==> src/dq_pkg.sv <==
// Package for the double-ended queue core: sizes, opcodes, error codes,
// controller state type and the controller/datapath handshake structs.
// No dependencies.
`timescale 1ns / 1ps

package dq_pkg;

   // DEPTH must be a power of two: ring indexes wrap by truncation
   localparam int DEPTH      = 16;
   localparam int DATA_WIDTH = 32;
   localparam int IDX_W      = $clog2(DEPTH);
   localparam int CNT_W      = $clog2(DEPTH + 1);

   // fixed field widths of the stream words
   localparam int OP_W   = 3;
   localparam int DIN_W  = 32;
   localparam int DOUT_W = 32;
   localparam int ERR_W  = 2;
   localparam int LEN_W  = 5;
   localparam int REQ_TDATA_W = 32;
   localparam int RSP_TDATA_W = 40;

   localparam logic [OP_W-1:0] OP_PUSH_REAR  = 3'd0;
   localparam logic [OP_W-1:0] OP_POP_FRONT  = 3'd1;
   localparam logic [OP_W-1:0] OP_PUSH_FRONT = 3'd2;
   localparam logic [OP_W-1:0] OP_POP_REAR   = 3'd3;
   localparam logic [OP_W-1:0] OP_CLEAR      = 3'd4;

   localparam logic [ERR_W-1:0] ERR_NONE  = 2'd0;
   localparam logic [ERR_W-1:0] ERR_EMPTY = 2'd1;
   localparam logic [ERR_W-1:0] ERR_FULL  = 2'd2;

   typedef enum logic [0:0] {
      ST_IDLE,
      ST_EXEC
   } state_type;

   typedef struct packed {
      logic load;    // take the request word, start the slot read
      logic commit;  // update pointers, write slot, load response register
   } cmd_type;

   typedef struct packed {
      logic out_free; // response register empty or being drained this cycle
   } status_type;

endpackage

==> src/dq_ctrl.sv <==
// Controller for the double-ended queue core: two-state sequencer that
// loads a request word and commits it once the response register is free.
// Depends on dq_pkg.
`timescale 1ns / 1ps

module dq_ctrl (
   input  logic               clock,
   input  logic               reset,
   input  logic               req_tvalid,
   output logic               req_tready,
   input  dq_pkg::status_type status,
   output dq_pkg::cmd_type    cmd
);
   import dq_pkg::*;

   state_type state_ff;
   state_type state_in;

   always_comb begin
      state_in = state_ff;
      unique case (state_ff)
         ST_IDLE: begin
            if (req_tvalid) state_in = ST_EXEC;
         end
         ST_EXEC: begin
            if (status.out_free) state_in = ST_IDLE;
         end
         default: state_in = ST_IDLE;
      endcase
   end

   always_comb begin
      req_tready = 1'b0;
      cmd        = '0;
      unique case (state_ff)
         ST_IDLE: begin
            req_tready = 1'b1;
            cmd.load   = req_tvalid;
         end
         ST_EXEC: begin
            cmd.commit = status.out_free;
         end
         default: ;
      endcase
   end

   always_ff @(posedge clock) begin
      if (reset) begin
         state_ff <= ST_IDLE;
      end else begin
         state_ff <= state_in;
      end
   end

`ifndef ASSERT_OFF
   a_commit_in_exec: assert property (@(posedge clock) disable iff (reset)
      cmd.commit |-> state_ff == ST_EXEC)
      else $error("commit issued outside the execute state");
   a_load_to_exec: assert property (@(posedge clock) disable iff (reset)
      cmd.load |=> state_ff == ST_EXEC)
      else $error("loaded word did not move to execute");
   a_no_overlap: assert property (@(posedge clock) disable iff (reset)
      !(cmd.load && cmd.commit))
      else $error("load and commit in the same cycle");
`endif

endmodule

==> src/dq_datapath.sv <==
// Datapath for the double-ended queue core: slot memory, head and occupancy
// registers, operation decode and the response register.
// Depends on dq_pkg.
`timescale 1ns / 1ps

module dq_datapath (
   input  logic                        clock,
   input  logic                        reset,
   input  dq_pkg::cmd_type             cmd,
   output dq_pkg::status_type          status,
   input  logic [dq_pkg::OP_W-1:0]     opcode,
   input  logic [dq_pkg::DIN_W-1:0]    data_in,
   output logic                        rsp_valid,
   input  logic                        rsp_ready,
   output logic [dq_pkg::DOUT_W-1:0]   data_out,
   output logic [dq_pkg::ERR_W-1:0]    error,
   output logic [dq_pkg::LEN_W-1:0]    length,
   output logic                        empty_res,
   output logic                        full_res
);
   import dq_pkg::*;

   logic [DATA_WIDTH-1:0] slots [DEPTH];

   logic [OP_W-1:0]       op_ff;
   logic [DATA_WIDTH-1:0] word_ff;
   logic [DATA_WIDTH-1:0] rd_data_ff;
   logic [IDX_W-1:0]      head_ff, head_in;
   logic [CNT_W-1:0]      occ_ff, occ_in;
   logic                  rsp_valid_ff;
   logic [DOUT_W-1:0]     data_out_ff, data_out_in;
   logic [ERR_W-1:0]      error_ff, error_in;
   logic [LEN_W-1:0]      length_ff;
   logic                  empty_ff, full_ff;

   logic [IDX_W-1:0]      rd_addr;
   logic [IDX_W-1:0]      wr_addr;
   logic                  wr_en;
   logic                  is_empty, is_full;

   assign is_empty = (occ_ff == '0);
   assign is_full  = (occ_ff == CNT_W'(DEPTH));

   // read address from the pointers as they stand when the word is taken
   always_comb begin
      if (opcode == OP_POP_REAR) begin
         rd_addr = head_ff + occ_ff[IDX_W-1:0] - IDX_W'(1);
      end else begin
         rd_addr = head_ff;
      end
   end

   always_comb begin
      head_in     = head_ff;
      occ_in      = occ_ff;
      data_out_in = '0;
      error_in    = ERR_NONE;
      wr_en       = 1'b0;
      wr_addr     = head_ff + occ_ff[IDX_W-1:0];
      case (op_ff)
         OP_PUSH_REAR: begin
            if (is_full) begin
               error_in = ERR_FULL;
            end else begin
               wr_en  = 1'b1;
               occ_in = occ_ff + CNT_W'(1);
            end
         end
         OP_PUSH_FRONT: begin
            if (is_full) begin
               error_in = ERR_FULL;
            end else begin
               wr_en   = 1'b1;
               wr_addr = head_ff - IDX_W'(1);
               head_in = head_ff - IDX_W'(1);
               occ_in  = occ_ff + CNT_W'(1);
            end
         end
         OP_POP_FRONT: begin
            if (is_empty) begin
               error_in = ERR_EMPTY;
            end else begin
               data_out_in = DOUT_W'(rd_data_ff);
               head_in     = head_ff + IDX_W'(1);
               occ_in      = occ_ff - CNT_W'(1);
            end
         end
         OP_POP_REAR: begin
            if (is_empty) begin
               error_in = ERR_EMPTY;
            end else begin
               data_out_in = DOUT_W'(rd_data_ff);
               occ_in      = occ_ff - CNT_W'(1);
            end
         end
         OP_CLEAR: begin
            head_in = '0;
            occ_in  = '0;
         end
         default: ;
      endcase
   end

   always_ff @(posedge clock) begin
      if (cmd.load) begin
         op_ff      <= opcode;
         word_ff    <= DATA_WIDTH'(data_in);
         rd_data_ff <= slots[rd_addr];
      end
      if (cmd.commit && wr_en) begin
         slots[wr_addr] <= word_ff;
      end
   end

   always_ff @(posedge clock) begin
      if (reset) begin
         head_ff      <= '0;
         occ_ff       <= '0;
         rsp_valid_ff <= 1'b0;
      end else begin
         if (cmd.commit) begin
            head_ff      <= head_in;
            occ_ff       <= occ_in;
            rsp_valid_ff <= 1'b1;
         end else if (rsp_ready) begin
            rsp_valid_ff <= 1'b0;
         end
      end
   end

   always_ff @(posedge clock) begin
      if (cmd.commit) begin
         data_out_ff <= data_out_in;
         error_ff    <= error_in;
         length_ff   <= LEN_W'(occ_in);
         empty_ff    <= (occ_in == '0);
         full_ff     <= (occ_in == CNT_W'(DEPTH));
      end
   end

   assign status.out_free = !rsp_valid_ff || rsp_ready;
   assign rsp_valid = rsp_valid_ff;
   assign data_out  = data_out_ff;
   assign error     = error_ff;
   assign length    = length_ff;
   assign empty_res = empty_ff;
   assign full_res  = full_ff;

`ifndef ASSERT_OFF
   a_occ_bound: assert property (@(posedge clock) disable iff (reset)
      occ_ff <= CNT_W'(DEPTH))
      else $error("occupancy beyond capacity");
   a_commit_valid: assert property (@(posedge clock) disable iff (reset)
      cmd.commit |=> rsp_valid_ff)
      else $error("committed word not presented");
   a_clear: assert property (@(posedge clock) disable iff (reset)
      cmd.commit && op_ff == OP_CLEAR |=> occ_ff == '0 && head_ff == '0)
      else $error("clear left pointers set");
   a_len_match: assert property (@(posedge clock) disable iff (reset)
      cmd.commit |=> length_ff == LEN_W'(occ_ff) && empty_ff == (occ_ff == '0))
      else $error("reported status differs from occupancy");
`endif

endmodule

==> src/double_ended_queue_core.sv <==
// A request is taken in the idle state with a registered slot-memory read; the commit in the
// execute state waits for a free response register, then returns to idle for the next request.
// A waiting response does not block the next request from being taken.
// Reset (synchronous): queue empty, head at slot 0, no response pending.
// Slot contents are not cleared; a pop only ever reaches written slots.
// Top level of the double-ended queue core; depends on dq_pkg, dq_ctrl and dq_datapath.
`timescale 1ns / 1ps

module double_ended_queue_core (
   input  logic                             clock,
   input  logic                             reset,
   input  logic                             req_tvalid,
   output logic                             req_tready,
   input  logic [dq_pkg::REQ_TDATA_W-1:0]   req_tdata,  // [31:0] data_in
   input  logic [dq_pkg::OP_W-1:0]          req_tuser,  // [2:0] opcode
   output logic                             rsp_tvalid,
   input  logic                             rsp_tready,
   output logic [dq_pkg::RSP_TDATA_W-1:0]   rsp_tdata,  // [31:0] data_out, [36:32] length,
                                                        // [37] empty_res, [38] full_res
   output logic [dq_pkg::ERR_W-1:0]         rsp_tuser   // [1:0] error
);
   import dq_pkg::*;

   cmd_type    cmd;
   status_type status;

   logic [DOUT_W-1:0] data_out;
   logic [LEN_W-1:0]  length;
   logic              empty_res;
   logic              full_res;

   dq_ctrl u_ctrl (
      .clock      (clock),
      .reset      (reset),
      .req_tvalid (req_tvalid),
      .req_tready (req_tready),
      .status     (status),
      .cmd        (cmd)
   );

   dq_datapath u_datapath (
      .clock     (clock),
      .reset     (reset),
      .cmd       (cmd),
      .status    (status),
      .opcode    (req_tuser),
      .data_in   (req_tdata[DIN_W-1:0]),
      .rsp_valid (rsp_tvalid),
      .rsp_ready (rsp_tready),
      .data_out  (data_out),
      .error     (rsp_tuser),
      .length    (length),
      .empty_res (empty_res),
      .full_res  (full_res)
   );

   assign rsp_tdata = {1'b0, full_res, empty_res, length, data_out};

endmodule
==> config.mk <==
export PLATFORM = sky130hd
export DESIGN_NAME = double_ended_queue_core
export DESIGN_NICKNAME = d
export VERILOG_FILES = /design/src/dq_pkg.sv /design/src/dq_ctrl.sv /design/src/dq_datapath.sv /design/src/double_ended_queue_core.sv
export SDC_FILE = /design/constraint.sdc
export NUM_CORES = 1
export LEC_CHECK = 0
export ABC_AREA = 1
export BUFFER_PORTS_ARGS = -buffer_cell sky130_fd_sc_hd__buf_4
export CAP_MARGIN = 20
export CORE_UTILIZATION = 48
export CTS_BUF_LIST = sky130_fd_sc_hd__clkbuf_4 sky130_fd_sc_hd__clkbuf_8
export DETAILED_ROUTE_END_ITERATION = 6
export HOLD_SLACK_MARGIN = 0.06
export SLEW_MARGIN = 40
export SYNTH_ARGS = -nofsm -noshare
export SYNTH_HDL_FRONTEND = slang
export SYNTH_HIERARCHICAL = 1
export SYNTH_SLANG_ARGS = --single-unit
==> constraint.sdc <==
create_clock -name clock -period 4.9 [get_ports clock]
set_input_delay 0.735 -clock clock [delete_from_list [all_inputs] [get_ports clock]]
set_output_delay 0.735 -clock clock [all_outputs]
set_load 0.1 [all_outputs]
==> results of run 1 <==
-- stage by stage --
step	hold WS [ps]	worst slack, ps	instance area (sq um)	utilization (%)	instances
after floorplan	505	599	26900	-	2446
after global placement	498	1400	28400	51.4	3184
after detailed placement	494	1450	29000	52.4	3206
after CTS	143	1450	31000	56.0	3394
after global routing	154	1260	31000	56.0	3398
final	201	1420	31000	56.0	3398
-- sequential cells by signal (all words and copies together), names as in the netlist --
name                   count
u_datapath/error           2
u_datapath/rd_data_ff     32
u_datapath/empty_res       1
u_datapath/word_ff        32
u_datapath/head_ff         4
u_datapath/full_res        1
u_ctrl/state_ff            1
u_datapath/op_ff           3
u_datapath/data_out       32
u_datapath/rsp_valid       1
u_datapath/length          5
u_datapath/occ_ff          5
u_datapath/slots         512
-- where the power goes --
group          internal [mW]  switching (mW)
Combinational          0.360           0.990
Clock                   2.36            2.09
Sequential              6.09           0.142
Total                   8.81            3.22
-- placed cells by master (no fill, tap or decap), drive strengths merged --
cell | netlist | routed
nand3b | 103 | 103
nor2 | 76 | 76
buf | 94 | 135
o21ai | 17 | 17
nand3 | 470 | 470
clkinv | 0 | 45
nand4 | 3 | 3
clkinvlp | 0 | 1
xnor2 | 3 | 3
nand2 | 506 | 506
ha | 8 | 8
clkbuf | 28 | 138
o22ai | 2 | 2
inv | 483 | 486
fa | 1 | 1
nor3 | 1 | 1
o211ai | 2 | 2
a21boi | 1 | 1
conb | 1 | 1
a21oi | 11 | 11
diode | 0 | 2
xor2 | 5 | 5
bufinv | 0 | 2
edfxtp | 620 | 620
dfxtp | 11 | 11
-- final timing paths --
check | cells after the start | slack, ps | startpoint | end
max | 12 | 1420 | u_datapath/occ_ff[0]$_SDFFE_PP0P_ | u_datapath/rd_data_ff[24]$_DFFE_PP_
min | 1 | 200 | req_tdata[5] | u_datapath/word_ff[5]$_DFFE_PP_
max reg2reg | 12 | 1420 | u_datapath/occ_ff[0]$_SDFFE_PP0P_ | u_datapath/rd_data_ff[24]$_DFFE_PP_
min reg2reg | 2 | 500 | u_datapath/rsp_valid$_SDFFE_PP0P_ | u_datapath/rsp_valid$_SDFFE_PP0P_
-- cells by family after synthesis --
kind of cell,count (synthesis)
flip-flops,631
other,1
adder cells (fa/ha/maj),9
AO/OA/AOI/OAI,33
XOR/XNOR,8
buffers and inverters,605
AND/OR/NAND/NOR,1159
-- per-layer routing --
metal,track usage [%],vias to the layer above
li1,-,8335
met1,34.8,8739
met2,40.1,703
met3,4.20,117
met4,6.84,0
met5,0,-
-- final cells by class --
class,instances,area (sq um)
Clock buffer,137,1700
Fill cell,4796,24300
Clock inverter,51,295
Sequential cell,631,18800
Timing Repair Buffer,136,1490
Inverter,483,1810
Antenna cell,2,5.00
Multi-Input combinational cell,1210,5920
Tap cell,748,936
-- worst reg2reg max path, stage by stage (launching register included) --
cell	delay [ps]
dfxtp_1	380
ha_1	240
fa_1	480
inv_1	70
ha_1	200
nand3b_1	170
nand2_1	80
nand2_1	60
nand2_2	530
buf_4	490
nand3_1	200
nand3_1	200
nand2_1	110
==> reports/metrics.cfg, run 1 <==
[timing]
finalCritPeriodShare_pct = 71.1
setup_viol = 0
fin_crit_ps = 3480
clock.fmax_mhz = 287
rsz0062_at_grt = no
skew_ps = 34.9
hold_violations = 0
maxSlewHeadroom_pct = 45.9
drv_slew = 0
final.setup.tns_ps = 0
tightestPinTransition_ps = 812

[synthesis]
synth_adder_area_share_pct = 0.446
ys_ff_latch = 631
synthDistinctLibCells = 29
yosysMostFrequentCell = edfxtp_1
ys_seq_area_share_pct = 69.9
synthMuxAreaShare_pct = 0
synth_area_leaders = edfxtp_1, nand3_1, nand2_1
synth.top_cell.area_share_pct = 69.1
synth.avg_cell_area_sq_um = 11.0
yosys_warnings = 6
synth_top_family_by_area = simple AND/OR/NAND/NOR gates
synth.net_count = 2494
synthArstFlopShare_pct = 0
syn_inst = 2446
yosys.area_share.simple_pct = 19.9
synth_ff_type = edfxtp_1
ys_top_cells_by_count = edfxtp_1, nand2_1, inv_1
synth_xor_area_share_pct = 0.260
synth_area_sq_mm = 0.0269
yosysTopAreaCell = edfxtp_1
synth_compound_area_share_pct = 0.650
synth-edff-count = 620

[power_and_ir_drop]
power.leakage_nw = 12.8
power_mw = 12.0
irDropWorstVdd_mv = 0.211
p_per_area_mw_per_mm2 = 388

[clock_network]
clockRootBuffer = clkbuf_8
tritoncts = done
cts_hold_buf = 0
clk_pin_slew_worst_paths_ps = 70
cts-htree-levels = 3
cts_buffer_depth = 3
cts_resized = 0
numCtsBuffers = 104
clock_sinks = 631
cts_setup_buffers = 0
insertion_delay_ps = 700

[critical_path]
crit_family = simple AND/OR/NAND/NOR gates
critPathMaxFanout = 25
crit_top_cell = nand2_1
max_stage_delay_ps = 530
crit_buf_inv = 2
critPathRequiredTime_ps = 5340
arrival_ps = 3920
slowest_stage = nand2_2
criticalPathCategory = reg -> reg
start_kind = register
crit_path_end_kind = register
path_cells = ha_1, fa_1, inv_1, ha_1, nand3b_1, nand2_1, nand2_1, nand2_2, buf_4, nand3_1, nand3_1, nand2_1

[global_route]
grt_overflow = 0
grt_pass1_vias = 17588
track_usage_pct = 24.8
grt_max_degree = 105
grt_pass1_wl_um = 106000
antenna_found_initial = 2

[outcome]
outcome = finished, final reports clean

[floorplan]
num_rows = 86
fp.dieH_um = 239
dieWidth_um = 239
coreArea_sq_mm = 0.0553
pin_count = 83
initial_core_util_pct = 48.7
die_area_sq_mm = 0.0571

[drt]
first_iter_violations = 1689
dr.pass1.iters = 6
drc = 0
wl_um = 69300
route.vias.total = 17894
viasPerCell = 5.27
drt.antenna.violating_nets = 0
wl_met1_um = 30400
top_layer_used = met4
dr_wl_met2_um = 32700
post_drt_wl_per_cell_um = 20.4
wl_met3_um = 4890

[final_layout]
fin_nets = 2614
drive_above_1_share_pct = 12.5
syn2layout_area_growth_pct = 15.0

[worst_hold_path]
hold_path_class = in -> reg

[place]
port_buffers = 81
dp_hpwl_um = 40600
place_congestion = 0.854

[job]
drv_cap = 0

(Power assumes the default switching activity.)
==> inputs of run 2 (changes only) <==
PLACE_DENSITY = 0.67   (was default)
clock period = 3.2 ns   (was 4.9 ns; I/O delays follow)
==> run 2 against run 1 <==
Net effect: clock-buffer cell count rose by 4; fmax is 17% higher; sequential share of layout area down 0.72 points; combinational power rose by 56%; power increased by 52%; setup slack got worse by 1200 ps; critical path type unchanged; critical endpoint is now u_datapath/rd_data_ff[26]$_DFFE_PP_.
==> reports/metrics.cfg, run 2 (synthesized netlist as in run 1, its figures left out) <==
[timing]
hold_violations = 0  ; unchanged
skew_ps = 47.3  ; was 34.9 ps
tightestPinTransition_ps = 745  ; was 812 ps
finalCritPeriodShare_pct = 93.4  ; was 71.1%
layout_setup_ws_ps = 211  ; was 1420 ps
clock.fmax_mhz = 335  ; was 287 MHz
whs_ps = 488  ; was 201 ps
drv_slew = 0  ; unchanged
final.setup.tns_ps = 0  ; unchanged
setup_viol = 0  ; unchanged
maxSlewHeadroom_pct = 50.4  ; was 45.9%
rsz0062_at_grt = no  ; unchanged
fin_crit_ps = 2990  ; was 3480 ps

[place]
dp.cells = 3219  ; was 3206
placed_area_sq_mm = 0.0290  ; about the same
port_buffers = 81  ; unchanged
dp_hpwl_um = 34400  ; was 40600 um
place_congestion = 0.844  ; was 0.854
post-place-ws_ps = 294  ; was 1450 ps

[clock_network]
cts_setup_buffers = 0  ; unchanged
tritoncts = done  ; unchanged
cts_buffer_depth = 3  ; unchanged
clockRootBuffer = clkbuf_8  ; unchanged
numCtsBuffers = 102  ; was 104
cts-htree-levels = 3  ; unchanged
insertion_delay_ps = 700  ; about the same
clock_sinks = 631  ; unchanged
clk_pin_slew_worst_paths_ps = 60  ; was 70 ps

[critical_path]
slowest_stage = fa_1  ; was nand2_2
max_stage_delay_ps = 490  ; was 530 ps
critPathMaxFanout = 33  ; was 25
crit_buf_inv = 3  ; was 2
start_kind = register  ; unchanged
crit_family = adder cells  ; was simple AND/OR/NAND/NOR gates
critPathRequiredTime_ps = 3750  ; was 5340 ps
arrival_ps = 3540  ; was 3920 ps
path_cells = ha_1, fa_1, inv_1, ha_1, nand2_1, o21ai_4, buf_12, buf_4, nand3_1, nand3_1, nand3_1, nand2_1  ; was ha_1, fa_1, inv_1, ha_1, nand3b_1, nand2_1, nand2_1, nand2_2, buf_4, nand3_1, nand3_1, nand2_1
r2r_start = u_datapath/occ_ff[0]$_SDFFE_PP0P_  ; unchanged
criticalPathCategory = reg -> reg  ; unchanged
crit_path_end_kind = register  ; unchanged
cp-startpoint = u_datapath/occ_ff[0]$_SDFFE_PP0P_  ; unchanged
crit_top_cell = nand3_1  ; was nand2_1

[floorplan]
pin_count = 83  ; unchanged
fp.dieH_um = 239  ; unchanged
die_area_sq_mm = 0.0571  ; unchanged
num_rows = 86  ; unchanged
dieWidth_um = 239  ; unchanged
initial_core_util_pct = 48.7  ; unchanged
coreArea_sq_mm = 0.0553  ; unchanged

[drt]
drt.antenna.violating_nets = 0  ; unchanged
post_drt_wl_per_cell_um = 18.7  ; was 20.4 um
wl_um = 64500  ; was 69300 um
dr.pass1.iters = 6  ; unchanged
drc = 0  ; unchanged
viasPerCell = 5.20  ; was 5.27
first_iter_violations = 1906  ; was 1689
route.vias.total = 17889  ; about the same

[global_route]
grt_pass1_vias = 17344  ; was 17.6k
grt_pass1_wl_um = 99600  ; was 106000 um
antenna_found_initial = 1  ; was 2
grt_max_degree = 107  ; was 105
track_usage_pct = 23.2  ; was 24.8%
grt_overflow = 0  ; unchanged

[final_layout]
postLayoutCellArea_sq_mm = 0.0314  ; was 0.0310 sq mm
drive_above_1_share_pct = 12.5  ; about the same
fin_util_pct = 56.7  ; was 56.0%
fillerInstances = 4569  ; was 4796
final_cell_mix = edfxtp_1, nand2_1, inv_1  ; unchanged
fin_nets = 2661  ; was 2614
syn2layout_area_growth_pct = 16.4  ; was 15.0%
final_common_cell = edfxtp_1  ; unchanged
largest_register_ffs = 512  ; unchanged
fin_cells = 3440  ; was 3398
largest-register = u_datapath/slots  ; unchanged

[worst_hold_path]
hold_path_class = in -> reg  ; unchanged
hp-start = req_tdata[29]  ; was req_tdata[5]

[power_and_ir_drop]
power.leakage_nw = 12.9  ; was 12.8 nW
p_per_area_mw_per_mm2 = 585  ; was 388 mW/mm^2
irDropWorstVdd_mv = 0.291  ; was 0.211 mV
power_mw = 18.3  ; was 12.0 mW

[job]
drv_cap = 0  ; unchanged

[outcome]
outcome = finished, final reports clean  ; unchanged

## run 2: cell count changes in the layout (fill, tap and decap cells not counted), moves of 3 or more
cell / change
buf_12: +26
nand2_4: -3
clkinv_2: -8
dlygate4sd3_1: +38
buf_16: -15
clkbuf_4: +5
buf_8: -8
buf_4: +9
## run 2: metal layers
layer / vias to the layer above / part of all wire [%] / global-route usage (%)
met3: 115 / 7.5 / 3.68
met2: 777 / 47 / 37.2
met1: 8589 / 43 / 31.9
li1: 8408 / - / -
met5: - / 0 / 0
met4: 0 / 2.3 / 8.41
## run 2: repair_timing
item                                    CTS  global route
endpoints found under the setup margin    0            30
hold buffers                             38             0
resized for setup                         0             3
endpoints found under the hold margin    39             0
## run 2: layout make-up
cell class	instances	area, sq um	share of cell area (%)
Antenna cell	1	2.50	0.00798
Clock buffer	141	1720	5.49
Clock inverter	41	233	0.742
Inverter	483	1820	5.79
Multi-Input combinational cell	1210	5910	18.8
Sequential cell	631	18800	60.1
Tap cell	748	936	2.98
Timing Repair Buffer	185	1910	6.09
## run 2: worst paths after layout
check | end | slack (ps) | depth (start not counted)
worst max-delay path | u_datapath/rd_data_ff[26]$_DFFE_PP_ | 210 | 12
worst min-delay path | u_datapath/word_ff[29]$_DFFE_PP_ | 490 | 2
worst max register to register | u_datapath/rd_data_ff[26]$_DFFE_PP_ | 210 | 12
worst min register to register | u_datapath/rsp_valid$_SDFFE_PP0P_ | 490 | 2
## run 2: power by group
group	switching, mW	total [mW]	internal, mW
logic	1.49	2.11	0.619
clock network	3.11	6.73	3.62
registers	0.170	9.49	9.32
==> inputs of run 3 (changes only) <==
CTS_BUF_LIST = default   (was sky130_fd_sc_hd__clkbuf_4 sky130_fd_sc_hd__clkbuf_8)
==> run 3 against run 2 <==
Net effect: fmax grew 1.3%; sequential cell count is the same; sequential power is essentially flat; register-to-register slack gained 40 ps; die area is the same; via count shrank 1.4%; largest cell class unchanged; largest power group unchanged; highest routed layer unchanged.
==> reports/metrics.cfg, run 3 (synthesized netlist as in run 1, its figures left out) <==
[clock_network]
tritoncts = done  ; unchanged
clockRootBuffer = clkbuf_16  ; was clkbuf_8
cts_buffer_depth = 3  ; unchanged
insertion_delay_ps = 600  ; was 700 ps
clock_sinks = 631  ; unchanged
clk_pin_slew_worst_paths_ps = 60  ; about the same
cts-htree-levels = 3  ; unchanged
numCtsBuffers = 68  ; was 102

[floorplan]
coreArea_sq_mm = 0.0553  ; unchanged
initial_core_util_pct = 48.7  ; unchanged
die_area_sq_mm = 0.0571  ; unchanged
num_rows = 86  ; unchanged
dieWidth_um = 239  ; unchanged
fp.dieH_um = 239  ; unchanged
pin_count = 83  ; unchanged

[global_route]
gr-usage-met1_pct = 32.1  ; was 31.9%
grt_max_degree = 107  ; unchanged
grt_overflow = 0  ; unchanged
antenna_found_initial = 0  ; was 1
use_met2_pct = 37.3  ; was 37.2%
top_usage_layer = met2  ; unchanged
track_usage_pct = 23.1  ; was 23.2%
grt_pass1_vias = 17149  ; was 17.3k
use_met3_pct = 3.45  ; was 3.68%
grt_pass1_wl_um = 99600  ; about the same

[final_layout]
largest_register_ffs = 512  ; unchanged
fin_cells = 3374  ; was 3440
fin_nets = 2621  ; was 2661
syn2layout_area_growth_pct = 17.2  ; was 16.4%
diodes = 0  ; was 1
largest-register = u_datapath/slots  ; unchanged
final_common_cell = edfxtp_1  ; unchanged
drive_above_1_share_pct = 10.5  ; was 12.5%
final_cell_mix = edfxtp_1, nand2_1, inv_1  ; unchanged

[place]
port_buffers = 81  ; unchanged
dp_hpwl_um = 34400  ; unchanged
place_congestion = 0.844  ; unchanged
dp.cells = 3219  ; unchanged

[timing]
setup_viol = 0  ; unchanged
drv_slew = 0  ; unchanged
fin_crit_ps = 2950  ; was 2990 ps
rsz0062_at_grt = yes  ; was no
hold_violations = 0  ; unchanged
skew_ps = 10.4  ; was 47.3 ps
tightestPinTransition_ps = 735  ; was 745 ps
clock.fmax_mhz = 339  ; was 335 MHz
finalCritPeriodShare_pct = 92.2  ; was 93.4%
whs_ps = 104  ; was 488 ps
maxSlewHeadroom_pct = 51.0  ; was 50.4%

[drt]
drc = 0  ; unchanged
drt.antenna.violating_nets = 0  ; unchanged
post_drt_wl_per_cell_um = 19.1  ; was 18.7 um
wl_um = 64500  ; about the same
dr.pass1.iters = 5  ; was 6
viasPerCell = 5.23  ; was 5.20
first_iter_violations = 1778  ; was 1906
route.vias.total = 17633  ; was 17.9k

[critical_path]
crit_path_end_kind = register  ; unchanged
criticalPathCategory = reg -> reg  ; unchanged
start_kind = register  ; unchanged
critPathRequiredTime_ps = 3670  ; was 3750 ps
arrival_ps = 3420  ; was 3540 ps
critPathMaxFanout = 33  ; unchanged

[power_and_ir_drop]
power.leakage_nw = 13.0  ; was 12.9 nW
irDropWorstVdd_mv = 0.362  ; was 0.291 mV
p_per_area_mw_per_mm2 = 615  ; was 585 mW/mm^2

[worst_hold_path]
hold_path_class = in -> reg  ; unchanged

[job]
drv_cap = 0  ; unchanged

[outcome]
outcome = finished, final reports clean  ; unchanged

==> run 3: changes by cell type in the layout (fill, tap and decap cells not counted), sizes merged <==
cell,previous run,this run
bufinv,2,7
clkbuf,141,83
clkinv,36,28
clkinvlp,2,4
diode,1,0
dlygate4sd3,38,32
==> run 3: final timing paths <==
path / endpoint / cells after the start / slack (ps) / startpoint
max: u_datapath/rd_data_ff[26]$_DFFE_PP_ / 12 / 250 / u_datapath/occ_ff[0]$_SDFFE_PP0P_
min: u_datapath/op_ff[0]$_DFFE_PP_ / 1 / 100 / req_tuser[0]
max reg2reg: u_datapath/rd_data_ff[26]$_DFFE_PP_ / 12 / 250 / u_datapath/occ_ff[0]$_SDFFE_PP0P_
min reg2reg: u_datapath/rsp_valid$_SDFFE_PP0P_ / 2 / 490 / u_datapath/rsp_valid$_SDFFE_PP0P_
==> run 3: per-layer routing <==
metal  part of all wire [%]  vias up
met5                      0        -
met1                     43     8484
met4                    2.5        0
met3                    7.1      118
met2                     47      700
li1                       -     8331
==> run 3: cell type report <==
cell class | instances | area, sq um
multi-input combinational | 1210 | 5910
fill | 4510 | 23700
sequential | 631 | 18800
tap | 748 | 936
clock inverter | 40 | 398
inverter | 483 | 1820
clock buffer | 83 | 1820
timing repair buffer | 179 | 1850
==> run 3: power by group <==
| group | switching, mW | internal (mW) | leakage (nW) | total [mW] |
|---|---|---|---|---|
| Combinational | 1.49 | 0.614 | 6.14 | 2.11 |
| Clock | 3.18 | 4.63 | 1.08 | 7.81 |
| Sequential | 0.171 | 9.32 | 5.74 | 9.49 |
| Total | 4.85 | 14.6 | 13.0 | 19.4 |
==> run 3: timing repair <==
action / 4_1_cts / 5_1_grt
hold buffers: 32 / 0
buffers inserted: 0 / 0
setup endpoints to repair: 0 / 311
gates resized for setup: 0 / 2
endpoints found under the hold margin: 32 / 0
==> run 3: per-stage QoR <==
stage | area [sq um] | setup slack (ps) | setup TNS, ps | utilization, % | power [mW]
after global placement | 29000 | 361 | 0 | 52.5 | 11.7
after detailed placement | 29000 | 294 | 0 | 52.5 | 11.7
after floorplan | 27100 | 158 | 0 | - | 11.0
after CTS | 31600 | 263 | 0 | 57.1 | 19.5
final | 31600 | 251 | 0 | 57.1 | 19.4
after global routing | 31600 | -8.64 | -78.6 | 57.1 | 20.0
==> run 3: worst max-delay path: stages (launching register included) <==
cell and delay, ps:
dfxtp_1 370, ha_1 240, fa_1 490, inv_1 80, ha_1 360, nand2_1 110, o21ai_4 290, buf_12 290
buf_4 200, nand3_1 110, nand3_1 110, nand3_1 70, nand2_1 70
